**config.mk**
```make
export PLATFORM = sky130hd
export DESIGN_NAME = mandelbrot_escape_time_pixel
export DESIGN_NICKNAME = d
export VERILOG_FILES = /design/src/rtl/mbe_pkg.sv /design/src/rtl/mbe_cmap.sv /design/src/rtl/mbe_mul.sv /design/src/rtl/mbe_color.sv /design/src/rtl/mandelbrot_escape_time_pixel.sv
export SDC_FILE = /design/constraint.sdc
export NUM_CORES = 2
export LEC_CHECK = 0
export BUFFER_PORTS_ARGS = -buffer_cell sky130_fd_sc_hd__buf_2
export CAP_MARGIN = 10
export CORE_MARGIN = 3
export CORE_UTILIZATION = 65
export CTS_BUF_LIST = sky130_fd_sc_hd__clkbuf_4 sky130_fd_sc_hd__clkbuf_8
export DETAILED_ROUTE_END_ITERATION = 12
export GPL_TIMING_DRIVEN = 0
export PLACE_DENSITY_LB_ADDON = 0.05
export SLEW_MARGIN = 10
export SYNTH_ARGS = -nofsm -noshare
export SYNTH_HDL_FRONTEND = slang
export SYNTH_SLANG_ARGS = --single-unit
export TNS_END_PERCENT = 100
```
**constraint.sdc**
```tcl
create_clock -name clk_i -period 17.2 [get_ports clk_i]
set_input_delay 0.86 -clock clk_i [delete_from_list [all_inputs] [get_ports clk_i]]
set_output_delay 0.86 -clock clk_i [all_outputs]
set_load 0.005 [all_outputs]
```
**src/rtl/mbe_pkg.sv**
```systemverilog
// shared constants, types and state codes of the mandelbrot escape time pixel block
// no dependencies
package mbe_pkg;

  localparam int COORD_BITS = 12;
  localparam int FRAC_BITS  = 28;
  localparam int PITCH_FRAC = 28;

  localparam int IMG_W   = 12;
  localparam int CTR_W   = 16;
  localparam int PITCH_W = 28;
  localparam int BASE_W  = 24;
  localparam int CNT_W   = 12;
  localparam int CH_W    = 8;
  localparam int IDX_W   = 3;
  localparam int CFG_W   = 28;

  // Q8.F complex component
  localparam int Z_W  = FRAC_BITS + 8;
  // multiplier operand magnitude, operands stay within two
  localparam int OP_W = FRAC_BITS + 2;
  // signed product, magnitude within four
  localparam int P_W  = FRAC_BITS + 4;
  // half-pixel offset
  localparam int D_W  = ((COORD_BITS + 2 > 18) ? COORD_BITS + 2 : 18) + 2;

  localparam logic signed [Z_W-1:0] ZMAX = {1'b0, {(Z_W-1){1'b1}}};
  localparam logic signed [Z_W-1:0] ZMIN = {1'b1, {(Z_W-1){1'b0}}};

  typedef struct packed {
    logic [IMG_W-1:0]        width;
    logic [IMG_W-1:0]        height;
    logic signed [CTR_W-1:0] center_x;
    logic signed [CTR_W-1:0] center_y;
    logic [PITCH_W-1:0]      pitch;
    logic [CNT_W-1:0]        max_iter;
    logic [BASE_W-1:0]       base;
  } cfg_t;

  localparam cfg_t CFG_RESET = '{
    width:    12'd900,
    height:   12'd700,
    center_x: 16'sd450,
    center_y: 16'sd350,
    pitch:    28'd671089,
    max_iter: 12'd42,
    base:     24'h00FF00
  };

  typedef enum logic [IDX_W-1:0] {
    REG_WIDTH,
    REG_HEIGHT,
    REG_CENTER_X,
    REG_CENTER_Y,
    REG_PITCH,
    REG_MAX_ITER,
    REG_BASE
  } cfg_idx_e;

  typedef enum logic [3:0] {
    ST_IDLE,
    ST_MAP,
    ST_ZP,
    ST_UPD,
    ST_CHK,
    ST_SR,
    ST_SI,
    ST_TEST,
    ST_COLOR
  } st_e;

  typedef enum logic [1:0] {
    MUL_IDLE,
    MUL_LO,
    MUL_HI
  } mul_st_e;

  typedef struct packed {
    logic                  start;
    logic signed [Z_W-1:0] a;
    logic signed [Z_W-1:0] b;
  } mul_req_t;

  typedef struct packed {
    logic                  done;
    logic signed [P_W-1:0] p;
  } mul_rsp_t;

endpackage

```
**src/rtl/mbe_cmap.sv**
```systemverilog
// pixel to complex plane mapping with one shared offset by pitch multiplier
// depends on mbe_pkg
module mbe_cmap (
  input  logic                                clk_i,
  input  logic                                rst_ni,
  input  logic                                start_i,
  input  mbe_pkg::cfg_t                       cfg_i,
  input  logic [mbe_pkg::COORD_BITS-1:0]      px_i,
  input  logic [mbe_pkg::COORD_BITS-1:0]      py_i,
  output logic                                done_o,
  output logic signed [mbe_pkg::Z_W-1:0]      cr_o,
  output logic signed [mbe_pkg::Z_W-1:0]      ci_o
);
  import mbe_pkg::*;

  localparam int PR_W  = D_W + PITCH_W;
  localparam int CAP_W = PITCH_FRAC + 9;
  localparam int SH_L  = (FRAC_BITS >= PITCH_FRAC + 1) ? FRAC_BITS - PITCH_FRAC - 1 : 0;
  localparam int SH_R  = (FRAC_BITS >= PITCH_FRAC + 1) ? 0 : PITCH_FRAC + 1 - FRAC_BITS;
  localparam int MW    = CAP_W + SH_L;
  localparam logic [PR_W-1:0] CAP    = PR_W'(1) << (CAP_W - 1);
  localparam logic [Z_W-1:0]  ZLIM_U = Z_W'(1) << (Z_W - 1);

  localparam logic [1:0] STEP_IDLE = 2'd0;
  localparam logic [1:0] STEP_RE   = 2'd1;
  localparam logic [1:0] STEP_IM   = 2'd2;

  logic [1:0]               step_q;
  logic                     done_q;
  logic [PR_W-1:0]          prod_q;
  logic                     neg_q;
  logic signed [Z_W-1:0]    cr_q;
  logic signed [Z_W-1:0]    ci_q;

  logic signed [D_W-1:0]    x_s, y_s, w_s, h_s, hw_s, hh_s, cx_s, cy_s;
  logic signed [D_W-1:0]    dx, dy, d_sel;
  logic [D_W-1:0]           mag_d;
  logic [PR_W-1:0]          prod;
  logic [CAP_W-1:0]         capped;
  logic [MW-1:0]            shifted;
  logic [Z_W-1:0]           mag_z;
  logic signed [Z_W-1:0]    cval;

  assign x_s  = D_W'($signed({1'b0, px_i}));
  assign y_s  = D_W'($signed({1'b0, py_i}));
  assign w_s  = D_W'($signed({1'b0, cfg_i.width}));
  assign h_s  = D_W'($signed({1'b0, cfg_i.height}));
  assign hw_s = D_W'($signed({2'b00, cfg_i.width[IMG_W-1:1]}));
  assign hh_s = D_W'($signed({2'b00, cfg_i.height[IMG_W-1:1]}));
  assign cx_s = D_W'(cfg_i.center_x);
  assign cy_s = D_W'(cfg_i.center_y);

  // offsets in half pixels
  assign dx = (x_s <<< 1) + (cx_s <<< 1) - (hw_s <<< 1) - w_s;
  assign dy = h_s + (hh_s <<< 1) - (y_s <<< 1) - (cy_s <<< 1);

  assign d_sel = (step_q == STEP_RE) ? dy : dx;
  assign mag_d = d_sel[D_W-1] ? D_W'(-d_sel) : D_W'(d_sel);
  assign prod  = PR_W'(mag_d) * PR_W'(cfg_i.pitch);

  always_comb begin
    capped  = (prod_q > CAP) ? CAP[CAP_W-1:0] : prod_q[CAP_W-1:0];
    shifted = (MW'(capped) << SH_L) >> SH_R;
    mag_z   = shifted[Z_W-1:0];
    if (neg_q) begin
      cval = (mag_z >= ZLIM_U) ? ZMIN : -$signed(mag_z);
    end else begin
      cval = (mag_z >= ZLIM_U) ? ZMAX : $signed(mag_z);
    end
  end

  always_ff @(posedge clk_i or negedge rst_ni) begin
    if (!rst_ni) begin
      step_q <= STEP_IDLE;
      done_q <= 1'b0;
    end else begin
      done_q <= (step_q == STEP_IM);
      if (start_i) begin
        step_q <= STEP_RE;
      end else if (step_q == STEP_RE) begin
        step_q <= STEP_IM;
      end else begin
        step_q <= STEP_IDLE;
      end
    end
  end

  always_ff @(posedge clk_i) begin
    if (start_i || step_q == STEP_RE) begin
      prod_q <= prod;
      neg_q  <= d_sel[D_W-1];
    end
    if (step_q == STEP_RE) begin
      cr_q <= cval;
    end
    if (step_q == STEP_IM) begin
      ci_q <= cval;
    end
  end

  assign done_o = done_q;
  assign cr_o   = cr_q;
  assign ci_o   = ci_q;

endmodule

```
**src/rtl/mbe_mul.sv**
```systemverilog
// shared fixed-point multiplier, two partial products in the MUL_LO and MUL_HI states
// depends on mbe_pkg
module mbe_mul (
  input  logic              clk_i,
  input  logic              rst_ni,
  input  mbe_pkg::mul_req_t req_i,
  output mbe_pkg::mul_rsp_t rsp_o
);
  import mbe_pkg::*;

  localparam int H_W   = (OP_W + 1) / 2;
  localparam int PP_W  = OP_W + H_W;
  localparam int ACC_W = 2 * OP_W;

  mul_st_e          st_q, st_d;
  logic             done_q, done_d;
  logic [ACC_W-1:0] acc_q, acc_d;
  logic [OP_W-1:0]  ma_q, mb_q;
  logic             neg_q;

  logic [Z_W-1:0]   abs_a, abs_b;
  logic [H_W-1:0]   b_part;
  logic [PP_W-1:0]  pp;
  logic [P_W-1:0]   mag;

  assign abs_a  = req_i.a[Z_W-1] ? Z_W'(-req_i.a) : Z_W'(req_i.a);
  assign abs_b  = req_i.b[Z_W-1] ? Z_W'(-req_i.b) : Z_W'(req_i.b);
  assign b_part = (st_q == MUL_LO) ? mb_q[H_W-1:0] : H_W'(mb_q[OP_W-1:H_W]);
  assign pp     = PP_W'(ma_q) * PP_W'(b_part);

  always_comb begin
    st_d   = st_q;
    acc_d  = acc_q;
    done_d = 1'b0;
    case (st_q)
      MUL_IDLE: begin
        if (req_i.start) st_d = MUL_LO;
      end
      MUL_LO: begin
        acc_d = ACC_W'(pp);
        st_d  = MUL_HI;
      end
      MUL_HI: begin
        acc_d  = acc_q + (ACC_W'(pp) << H_W);
        done_d = 1'b1;
        st_d   = MUL_IDLE;
      end
      default: st_d = MUL_IDLE;
    endcase
  end

  always_ff @(posedge clk_i or negedge rst_ni) begin
    if (!rst_ni) begin
      st_q   <= MUL_IDLE;
      done_q <= 1'b0;
    end else begin
      st_q   <= st_d;
      done_q <= done_d;
    end
  end

  always_ff @(posedge clk_i) begin
    acc_q <= acc_d;
    if (st_q == MUL_IDLE && req_i.start) begin
      ma_q  <= abs_a[OP_W-1:0];
      mb_q  <= abs_b[OP_W-1:0];
      neg_q <= req_i.a[Z_W-1] ^ req_i.b[Z_W-1];
    end
  end

  // magnitude truncated toward zero, sign applied after
  assign mag        = acc_q[ACC_W-1:FRAC_BITS];
  assign rsp_o.done = done_q;
  assign rsp_o.p    = neg_q ? -$signed(mag) : $signed(mag);

endmodule

```
**src/rtl/mbe_color.sv**
```systemverilog
// colour ramp: three lanes of count times base, restoring divide by max_iterations, mod 255
// depends on mbe_pkg
module mbe_color (
  input  logic                         clk_i,
  input  logic                         rst_ni,
  input  logic                         start_i,
  input  logic [mbe_pkg::CNT_W-1:0]    count_i,
  input  logic [mbe_pkg::CNT_W-1:0]    max_iter_i,
  input  logic [mbe_pkg::BASE_W-1:0]   base_i,
  output logic                         done_o,
  output logic [mbe_pkg::CH_W-1:0]     red_o,
  output logic [mbe_pkg::CH_W-1:0]     green_o,
  output logic [mbe_pkg::CH_W-1:0]     blue_o
);
  import mbe_pkg::*;

  localparam int LANES  = 3;
  localparam int NUM_W  = CNT_W + CH_W;
  localparam int STEP_W = $clog2(NUM_W);
  localparam logic [STEP_W-1:0] LAST_STEP = STEP_W'(NUM_W - 1);
  localparam logic [CH_W:0]     COL_MOD   = (CH_W + 1)'(255);
  localparam logic [CH_W:0]     COL_MOD2  = (CH_W + 1)'(510);

  logic              run_q, fin_q, done_q;
  logic [STEP_W-1:0] step_q;
  logic [NUM_W-1:0]  q_q   [LANES];
  logic [CNT_W-1:0]  rem_q [LANES];
  logic [CH_W-1:0]   b_q   [LANES];
  logic [CH_W-1:0]   ch_q  [LANES];

  logic [CH_W-1:0]   b_in   [LANES];
  logic [NUM_W-1:0]  num_in [LANES];
  logic [CNT_W:0]    rem_sh [LANES];
  logic              ge     [LANES];
  logic [CNT_W-1:0]  rem_nx [LANES];
  logic [NUM_W-1:0]  q_nx   [LANES];
  logic [CH_W-1:0]   ramp   [LANES];
  logic [CH_W:0]     sum    [LANES];
  logic [CH_W-1:0]   ch_nx  [LANES];

  always_comb begin
    for (int l = 0; l < LANES; l++) begin
      b_in[l]   = base_i[(LANES-1-l)*CH_W +: CH_W];
      num_in[l] = NUM_W'(count_i) * NUM_W'(b_in[l]);
      rem_sh[l] = {rem_q[l], q_q[l][NUM_W-1]};
      ge[l]     = rem_sh[l] >= {1'b0, max_iter_i};
      rem_nx[l] = ge[l] ? CNT_W'(rem_sh[l] - {1'b0, max_iter_i}) : rem_sh[l][CNT_W-1:0];
      q_nx[l]   = {q_q[l][NUM_W-2:0], ge[l]};
      // zero limit gives no ramp
      ramp[l]   = (max_iter_i == '0) ? '0 : q_q[l][CH_W-1:0];
      sum[l]    = {1'b0, b_q[l]} + {1'b0, ramp[l]};
      if (sum[l] >= COL_MOD2) begin
        ch_nx[l] = '0;
      end else if (sum[l] >= COL_MOD) begin
        ch_nx[l] = CH_W'(sum[l] - COL_MOD);
      end else begin
        ch_nx[l] = sum[l][CH_W-1:0];
      end
    end
  end

  always_ff @(posedge clk_i or negedge rst_ni) begin
    if (!rst_ni) begin
      run_q  <= 1'b0;
      fin_q  <= 1'b0;
      done_q <= 1'b0;
      step_q <= '0;
    end else begin
      done_q <= fin_q;
      fin_q  <= run_q && (step_q == LAST_STEP);
      if (start_i) begin
        run_q  <= 1'b1;
        step_q <= '0;
      end else if (run_q) begin
        step_q <= step_q + STEP_W'(1);
        if (step_q == LAST_STEP) run_q <= 1'b0;
      end
    end
  end

  always_ff @(posedge clk_i) begin
    for (int l = 0; l < LANES; l++) begin
      if (start_i) begin
        q_q[l]   <= num_in[l];
        rem_q[l] <= '0;
        b_q[l]   <= b_in[l];
      end else if (run_q) begin
        q_q[l]   <= q_nx[l];
        rem_q[l] <= rem_nx[l];
      end
      if (fin_q) ch_q[l] <= ch_nx[l];
    end
  end

  assign done_o  = done_q;
  assign red_o   = ch_q[0];
  assign green_o = ch_q[1];
  assign blue_o  = ch_q[2];

endmodule

```
**src/rtl/mandelbrot_escape_time_pixel.sv**
```systemverilog
// mandelbrot escape time pixel: sequencer over one shared multiplier, uses mbe_pkg,
// mbe_cmap, mbe_mul and mbe_color; one pixel at a time, busy from accept to the result strobe
// each pixel runs the mapping, then three products on the shared multiplier per iteration step,
// then the colour divide
// the next start is taken in the strobe cycle; results cannot be held off
// asynchronous active-low reset returns to idle with registers at their reset values
module mandelbrot_escape_time_pixel (
  input  logic                            clk_i,
  input  logic                            rst_ni,
  input  logic                            start_i,
  output logic                            busy_o,
  input  logic [mbe_pkg::COORD_BITS-1:0]  pixel_x_i,
  input  logic [mbe_pkg::COORD_BITS-1:0]  pixel_y_i,
  input  logic                            cfg_valid_i,
  output logic                            cfg_ready_o,
  input  logic [mbe_pkg::IDX_W-1:0]       cfg_index_i,
  input  logic [mbe_pkg::CFG_W-1:0]       cfg_data_i,
  output logic                            done_o,
  output logic [mbe_pkg::COORD_BITS-1:0]  out_x_o,
  output logic [mbe_pkg::COORD_BITS-1:0]  out_y_o,
  output logic [mbe_pkg::CNT_W-1:0]       escape_count_o,
  output logic [mbe_pkg::CH_W-1:0]        red_o,
  output logic [mbe_pkg::CH_W-1:0]        green_o,
  output logic [mbe_pkg::CH_W-1:0]        blue_o
);
  import mbe_pkg::*;

  localparam int S_W  = FRAC_BITS + 10;
  localparam int SQ_W = P_W + 1;
  localparam logic signed [Z_W-1:0]  TWO     = Z_W'(2) << FRAC_BITS;
  localparam logic signed [Z_W-1:0]  NEG_TWO = -TWO;
  localparam logic signed [SQ_W-1:0] FOUR    = SQ_W'(4) << FRAC_BITS;

  function automatic logic signed [Z_W-1:0] clamp_z(input logic signed [S_W-1:0] v);
    logic signed [S_W-1:0] hi;
    logic signed [S_W-1:0] lo;
    logic signed [Z_W-1:0] r;
    hi = S_W'(ZMAX);
    lo = S_W'(ZMIN);
    if (v > hi) begin
      r = ZMAX;
    end else if (v < lo) begin
      r = ZMIN;
    end else begin
      r = v[Z_W-1:0];
    end
    return r;
  endfunction

  cfg_t                    cfg_q;
  st_e                     state_q, state_d;
  logic                    go_q;
  logic                    done_q, done_d;

  logic [COORD_BITS-1:0]   px_q, px_d, py_q, py_d;
  logic signed [Z_W-1:0]   zr_q, zr_d, zi_q, zi_d;
  logic signed [P_W-1:0]   sr_q, sr_d, si_q, si_d, p_q, p_d;
  logic [CNT_W-1:0]        n_q, n_d;

  logic [COORD_BITS-1:0]   out_x_q, out_y_q;
  logic [CNT_W-1:0]        count_q;
  logic [CH_W-1:0]         red_q, green_q, blue_q;

  logic                    map_done;
  logic signed [Z_W-1:0]   cr, ci;
  mul_req_t                mul_req;
  mul_rsp_t                mul_rsp;
  logic                    col_done;
  logic [CH_W-1:0]         col_red, col_green, col_blue;

  logic                    escaped;
  logic signed [SQ_W-1:0]  sq_sum;

  // configuration beats
  assign cfg_ready_o = 1'b1;

  always_ff @(posedge clk_i or negedge rst_ni) begin
    if (!rst_ni) begin
      cfg_q <= CFG_RESET;
    end else if (cfg_valid_i && cfg_ready_o) begin
      case (cfg_idx_e'(cfg_index_i))
        REG_WIDTH:    cfg_q.width    <= cfg_data_i[IMG_W-1:0];
        REG_HEIGHT:   cfg_q.height   <= cfg_data_i[IMG_W-1:0];
        REG_CENTER_X: cfg_q.center_x <= cfg_data_i[CTR_W-1:0];
        REG_CENTER_Y: cfg_q.center_y <= cfg_data_i[CTR_W-1:0];
        REG_PITCH:    cfg_q.pitch    <= cfg_data_i[PITCH_W-1:0];
        REG_MAX_ITER: cfg_q.max_iter <= cfg_data_i[CNT_W-1:0];
        REG_BASE:     cfg_q.base     <= cfg_data_i[BASE_W-1:0];
        default: ;
      endcase
    end
  end

  mbe_cmap u_cmap (
    .clk_i   (clk_i),
    .rst_ni  (rst_ni),
    .start_i (go_q && state_q == ST_MAP),
    .cfg_i   (cfg_q),
    .px_i    (px_q),
    .py_i    (py_q),
    .done_o  (map_done),
    .cr_o    (cr),
    .ci_o    (ci)
  );

  always_comb begin
    mul_req.start = go_q && (state_q == ST_ZP || state_q == ST_SR || state_q == ST_SI);
    mul_req.a     = (state_q == ST_SI) ? zi_q : zr_q;
    mul_req.b     = (state_q == ST_ZP || state_q == ST_SI) ? zi_q : zr_q;
  end

  mbe_mul u_mul (
    .clk_i  (clk_i),
    .rst_ni (rst_ni),
    .req_i  (mul_req),
    .rsp_o  (mul_rsp)
  );

  mbe_color u_color (
    .clk_i      (clk_i),
    .rst_ni     (rst_ni),
    .start_i    (go_q && state_q == ST_COLOR),
    .count_i    (n_q),
    .max_iter_i (cfg_q.max_iter),
    .base_i     (cfg_q.base),
    .done_o     (col_done),
    .red_o      (col_red),
    .green_o    (col_green),
    .blue_o     (col_blue)
  );

  assign escaped = (zr_q > TWO) || (zr_q < NEG_TWO) || (zi_q > TWO) || (zi_q < NEG_TWO);
  assign sq_sum  = SQ_W'(sr_q) + SQ_W'(si_q);

  always_comb begin
    state_d = state_q;
    px_d    = px_q;
    py_d    = py_q;
    zr_d    = zr_q;
    zi_d    = zi_q;
    sr_d    = sr_q;
    si_d    = si_q;
    p_d     = p_q;
    n_d     = n_q;
    done_d  = 1'b0;
    case (state_q)
      ST_IDLE: begin
        if (start_i) begin
          px_d    = pixel_x_i;
          py_d    = pixel_y_i;
          zr_d    = '0;
          zi_d    = '0;
          sr_d    = '0;
          si_d    = '0;
          n_d     = '0;
          state_d = ST_MAP;
        end
      end
      ST_MAP: begin
        if (map_done) state_d = ST_ZP;
      end
      ST_ZP: begin
        if (mul_rsp.done) begin
          p_d     = mul_rsp.p;
          state_d = ST_UPD;
        end
      end
      ST_UPD: begin
        zr_d    = clamp_z(S_W'(sr_q) - S_W'(si_q) + S_W'(cr));
        zi_d    = clamp_z((S_W'(p_q) <<< 1) + S_W'(ci));
        state_d = ST_CHK;
      end
      ST_CHK: begin
        state_d = escaped ? ST_COLOR : ST_SR;
      end
      ST_SR: begin
        if (mul_rsp.done) begin
          sr_d    = mul_rsp.p;
          state_d = ST_SI;
        end
      end
      ST_SI: begin
        if (mul_rsp.done) begin
          si_d    = mul_rsp.p;
          state_d = ST_TEST;
        end
      end
      ST_TEST: begin
        if (sq_sum > FOUR || n_q == cfg_q.max_iter) begin
          state_d = ST_COLOR;
        end else begin
          n_d     = n_q + CNT_W'(1);
          state_d = ST_ZP;
        end
      end
      ST_COLOR: begin
        if (col_done) begin
          done_d  = 1'b1;
          state_d = ST_IDLE;
        end
      end
      default: state_d = ST_IDLE;
    endcase
  end

  always_ff @(posedge clk_i or negedge rst_ni) begin
    if (!rst_ni) begin
      state_q <= ST_IDLE;
      go_q    <= 1'b0;
      done_q  <= 1'b0;
    end else begin
      state_q <= state_d;
      go_q    <= (state_d != state_q);
      done_q  <= done_d;
    end
  end

  always_ff @(posedge clk_i) begin
    px_q <= px_d;
    py_q <= py_d;
    zr_q <= zr_d;
    zi_q <= zi_d;
    sr_q <= sr_d;
    si_q <= si_d;
    p_q  <= p_d;
    n_q  <= n_d;
    if (done_d) begin
      out_x_q <= px_q;
      out_y_q <= py_q;
      count_q <= n_q;
      red_q   <= col_red;
      green_q <= col_green;
      blue_q  <= col_blue;
    end
  end

  assign busy_o         = (state_q != ST_IDLE);
  assign done_o         = done_q;
  assign out_x_o        = out_x_q;
  assign out_y_o        = out_y_q;
  assign escape_count_o = count_q;
  assign red_o          = red_q;
  assign green_o        = green_q;
  assign blue_o         = blue_q;

endmodule

```
==> parameters.txt <==
Parameter                              Value

Global route
  Antenna violations before repair    28
  Number of global-route vias before repair    70,180
  All-layer global routing usage    38.75%
  Wire length of the first global-routing pass    411,700 µm
  Maximum number of pins on one net before global-route repair    77
  Grt ovf    0

STA
  Number of hold-slack violations in the final timing report    0
  Final critical delay including setup and external delays    12.42 ns
  Worst clock skew    0.08321 ns
  Part of the cycle the worst path needs    72.20%
  Final Max Tran Viols    0
  Fmax    0.08053 GHz
  Final setup fails    0
  Setup TNS Final    0 ns
  Max_slew headroom    15.86%
  Tightest Pin Transition    1.262 ns
  Unrepaired setup endpoints after global routing    no

Synthesis
  Netlist area before placement    0.08819 mm²
  #FFs+latches synth    775
  Fraction of synthesized cell area in xor and xnor cells    4.495%
  Share of synthesized registers carrying an async set or reset    18.06%
  Fraction of the mapped netlist area in compound gates    10.02%
  Top cell type's share of synthesized area    24.15%
  Simple logic cell fraction of the synthesized area    14.99%
  Synth Area per Inst    9.679 µm²
  Mux contribution to synthesized area    3.206%
  Post-Synth Adder-Cell Area    33.87%
  Synthesis Warnings    0
  Primary FF master, synth    edfxtp_1
  Post-Syn Instances    9,111
  Combinational family with the most area after synthesis    adder cells
  Sequential cell area fraction in the yosys report    25.65%
  Yosys top cell by area    fa_1
  Synth cell types    114
  Top cells by area in the synthesized netlist    fa_1 24%, edfxtp_1 22%, ha_1 9.7%
  Number of flops mapped to enable cells by yosys    635

CTS
  Worst-path clk slew    0.06 ns
  Clock root buffer    clkbuf_8
  Clk_lat worst skew    0.92 ns
  Total CTS buffers    142
  Post-cts sizing count    0
  Maximum clock path buffer count    3
  Clock Sink Count    775
  CTS H-tree lvls    4
  TritonCTS clock tree    done

Worst setup path
  Terminus of the critical flop-to-flop path    u_cmap.prod_q[46]
  Buffers and inverters on the worst path    2
  Delay-heaviest family, CP    adder cells
  Cell repeated most along the worst path    fa_1
  Length in cells of the worst reg-to-reg path    41
  Minimum setup slack among reg-to-reg paths    4.78 ns
  Required time of the critical path    17.79 ns
  Critical Path Sink Type    register
  Worst path depth    41
  Crit path launch type    register
  Highest cell delay on the worst timing path    0.97 ns
  Slowest stage cell on the critical path    nor4_4
  Critical register-to-register path startpoint    px_q[0]
  Worst Setup Path Type    register to register
  Maximum fanout encountered on the critical timing path    11
  Crit path DAT    13.01 ns

Drt
  Remaining routing DRC violations    0
  Length of the first detailed-routing pass in iterations    6
  Routed vias    68,800
  Post-DRT Antenna Nets    0
  Drt via density    6.083
  WL per Instance    23.74 µm
  Total Routed Length    268,600 µm
  Initial detailed-routing violation count    6,397

Place
  RePlAce Congestion    1.026
  Number of buffers added on ports    118
  Sum of net half-perimeters after detailed placement    217,300 µm

Die
  Floorplan die width    374.3 µm
  Placement Rows    134
  Total Die Area    0.1401 mm²
  Count of pins on the block boundary    122
  Chip height    374.3 µm
  Area of the placeable core    0.1341 mm²
  Initial Util    65.75%

Flow run
  Number of max-capacitance violations reported    0

Cells and area
  Layout area overhead    7.321%
  Commonest non-fill, non-tap cell in the layout    inv_1
  Commonest cells after routing, fill and taps aside    1,397 x inv_1, 1,090 x nand2_1, 1,064 x fa_1
  Fraction of layout instances using a drive strength above 1    7.331%
  # nets final    11,220

Hold path
  End point of the worst hold path    py_q[2]
  Worst Hold Depth    1
  Hold crit path type    input pin to register
  Startpoint of the worst hold path    pixel_y_i[2]

Outcome
  Outcome    complete, no violations
-- cells in the mapped netlist, types with 167 or more instances --
master and count:
and2_1 391, edfxtp_1 635, xor2_1 175, fa_1 1064, a21o_1 167, nor2b_1 232, a21oi_1 426, nand2_1 1091
o21ai_0 282, ha_1 685, nor2_1 415, xnor2_1 244, inv_1 1397, clkbuf_1 299
-- through the flow --
step                area, µm²  cells  hold WS [ns]  util (%)  setup slack (ns)
global route            94630  11310        0.1226     70.55             4.192
detailed placement      91470  11040        0.4052     68.19             4.986
finish                  94650  11310        0.1709     70.56             4.782
global placement        91090  11020        0.4008     67.92             4.764
floorplan               88290   9138        0.4003         -             6.801
CTS                     94630  11300        0.1096     70.55             4.942
-- worst max-delay path by stage --
| stage | to | slack (ns) | startpoint |
|---|---|---|---|
| floorplan | u_cmap.prod_q[46] | 6.80 | px_q[0] |
| global placement | u_cmap.prod_q[46] | 4.76 | u_cmap.step_q[1] |
| detailed placement | u_cmap.prod_q[46] | 4.99 | px_q[1] |
| CTS | u_cmap.prod_q[46] | 4.94 | px_q[1] |
| global route | u_cmap.prod_q[46] | 4.19 | px_q[0] |
| finish | u_cmap.prod_q[46] | 4.78 | px_q[0] |
-- cell type report --
| class | count | area (µm²) |
|---|---|---|
| well taps | 1768 | 2212 |
| clock buffers | 183 | 2300 |
| inverters | 1397 | 5244 |
| plain buffers | 381 | 1598 |
| flip-flops and latches | 775 | 22630 |
| multi-input cells | 6585 | 58890 |
| clock inverters | 80 | 849.6 |
| fillers | 10370 | 39480 |
| repair buffers | 134 | 905.9 |
| diodes | 8 | 20.02 |
-- routing by layer --
metal	global-route usage (%)	up-vias	wire (µm)
met3	9.556	744	28390
met4	18.87	8	15510
li1	-	30490	-
met5	0	-	63
met1	50.64	34200	103100
met2	60.83	3356	121500
-- logic make-up (layout without fill, tap and decap cells) --
group                      Yosys count  in the layout
and+or+nand+nor                   2734           2734
buffers and inverters             1778           2175
AOI/OAI and AO/OA                 1372           1372
muxes                              265            265
DFF                                775            775
other                                2             37
xor gates and xnor gates           436            436
adders and majority gates         1749           1749
-- sequential cells by signal, indices dropped and copies added (netlist names), 24 cells and up --
| name | flops |
|---|---|
| cfg_q | 120 |
| p_q | 32 |
| si_q | 32 |
| sr_q | 32 |
| u_cmap.ci_o | 36 |
| u_cmap.cr_o | 36 |
| u_cmap.prod_q | 48 |
| u_color.b_q | 24 |
| u_color.ch_q | 24 |
| u_color.q_q | 60 |
| u_color.rem_q | 36 |
| u_mul.acc_q | 45 |
| u_mul.ma_q | 30 |
| u_mul.mb_q | 30 |
| zi_q | 36 |
| zr_q | 36 |
-- what timing repair did --
action,CTS,global route
buffers inserted,0,0
hold buffers,1,0
hold endpoints to repair,46,0
Power is not shown: default switching activity piles up to over one toggle a cycle in this logic, so the estimate is an artifact.
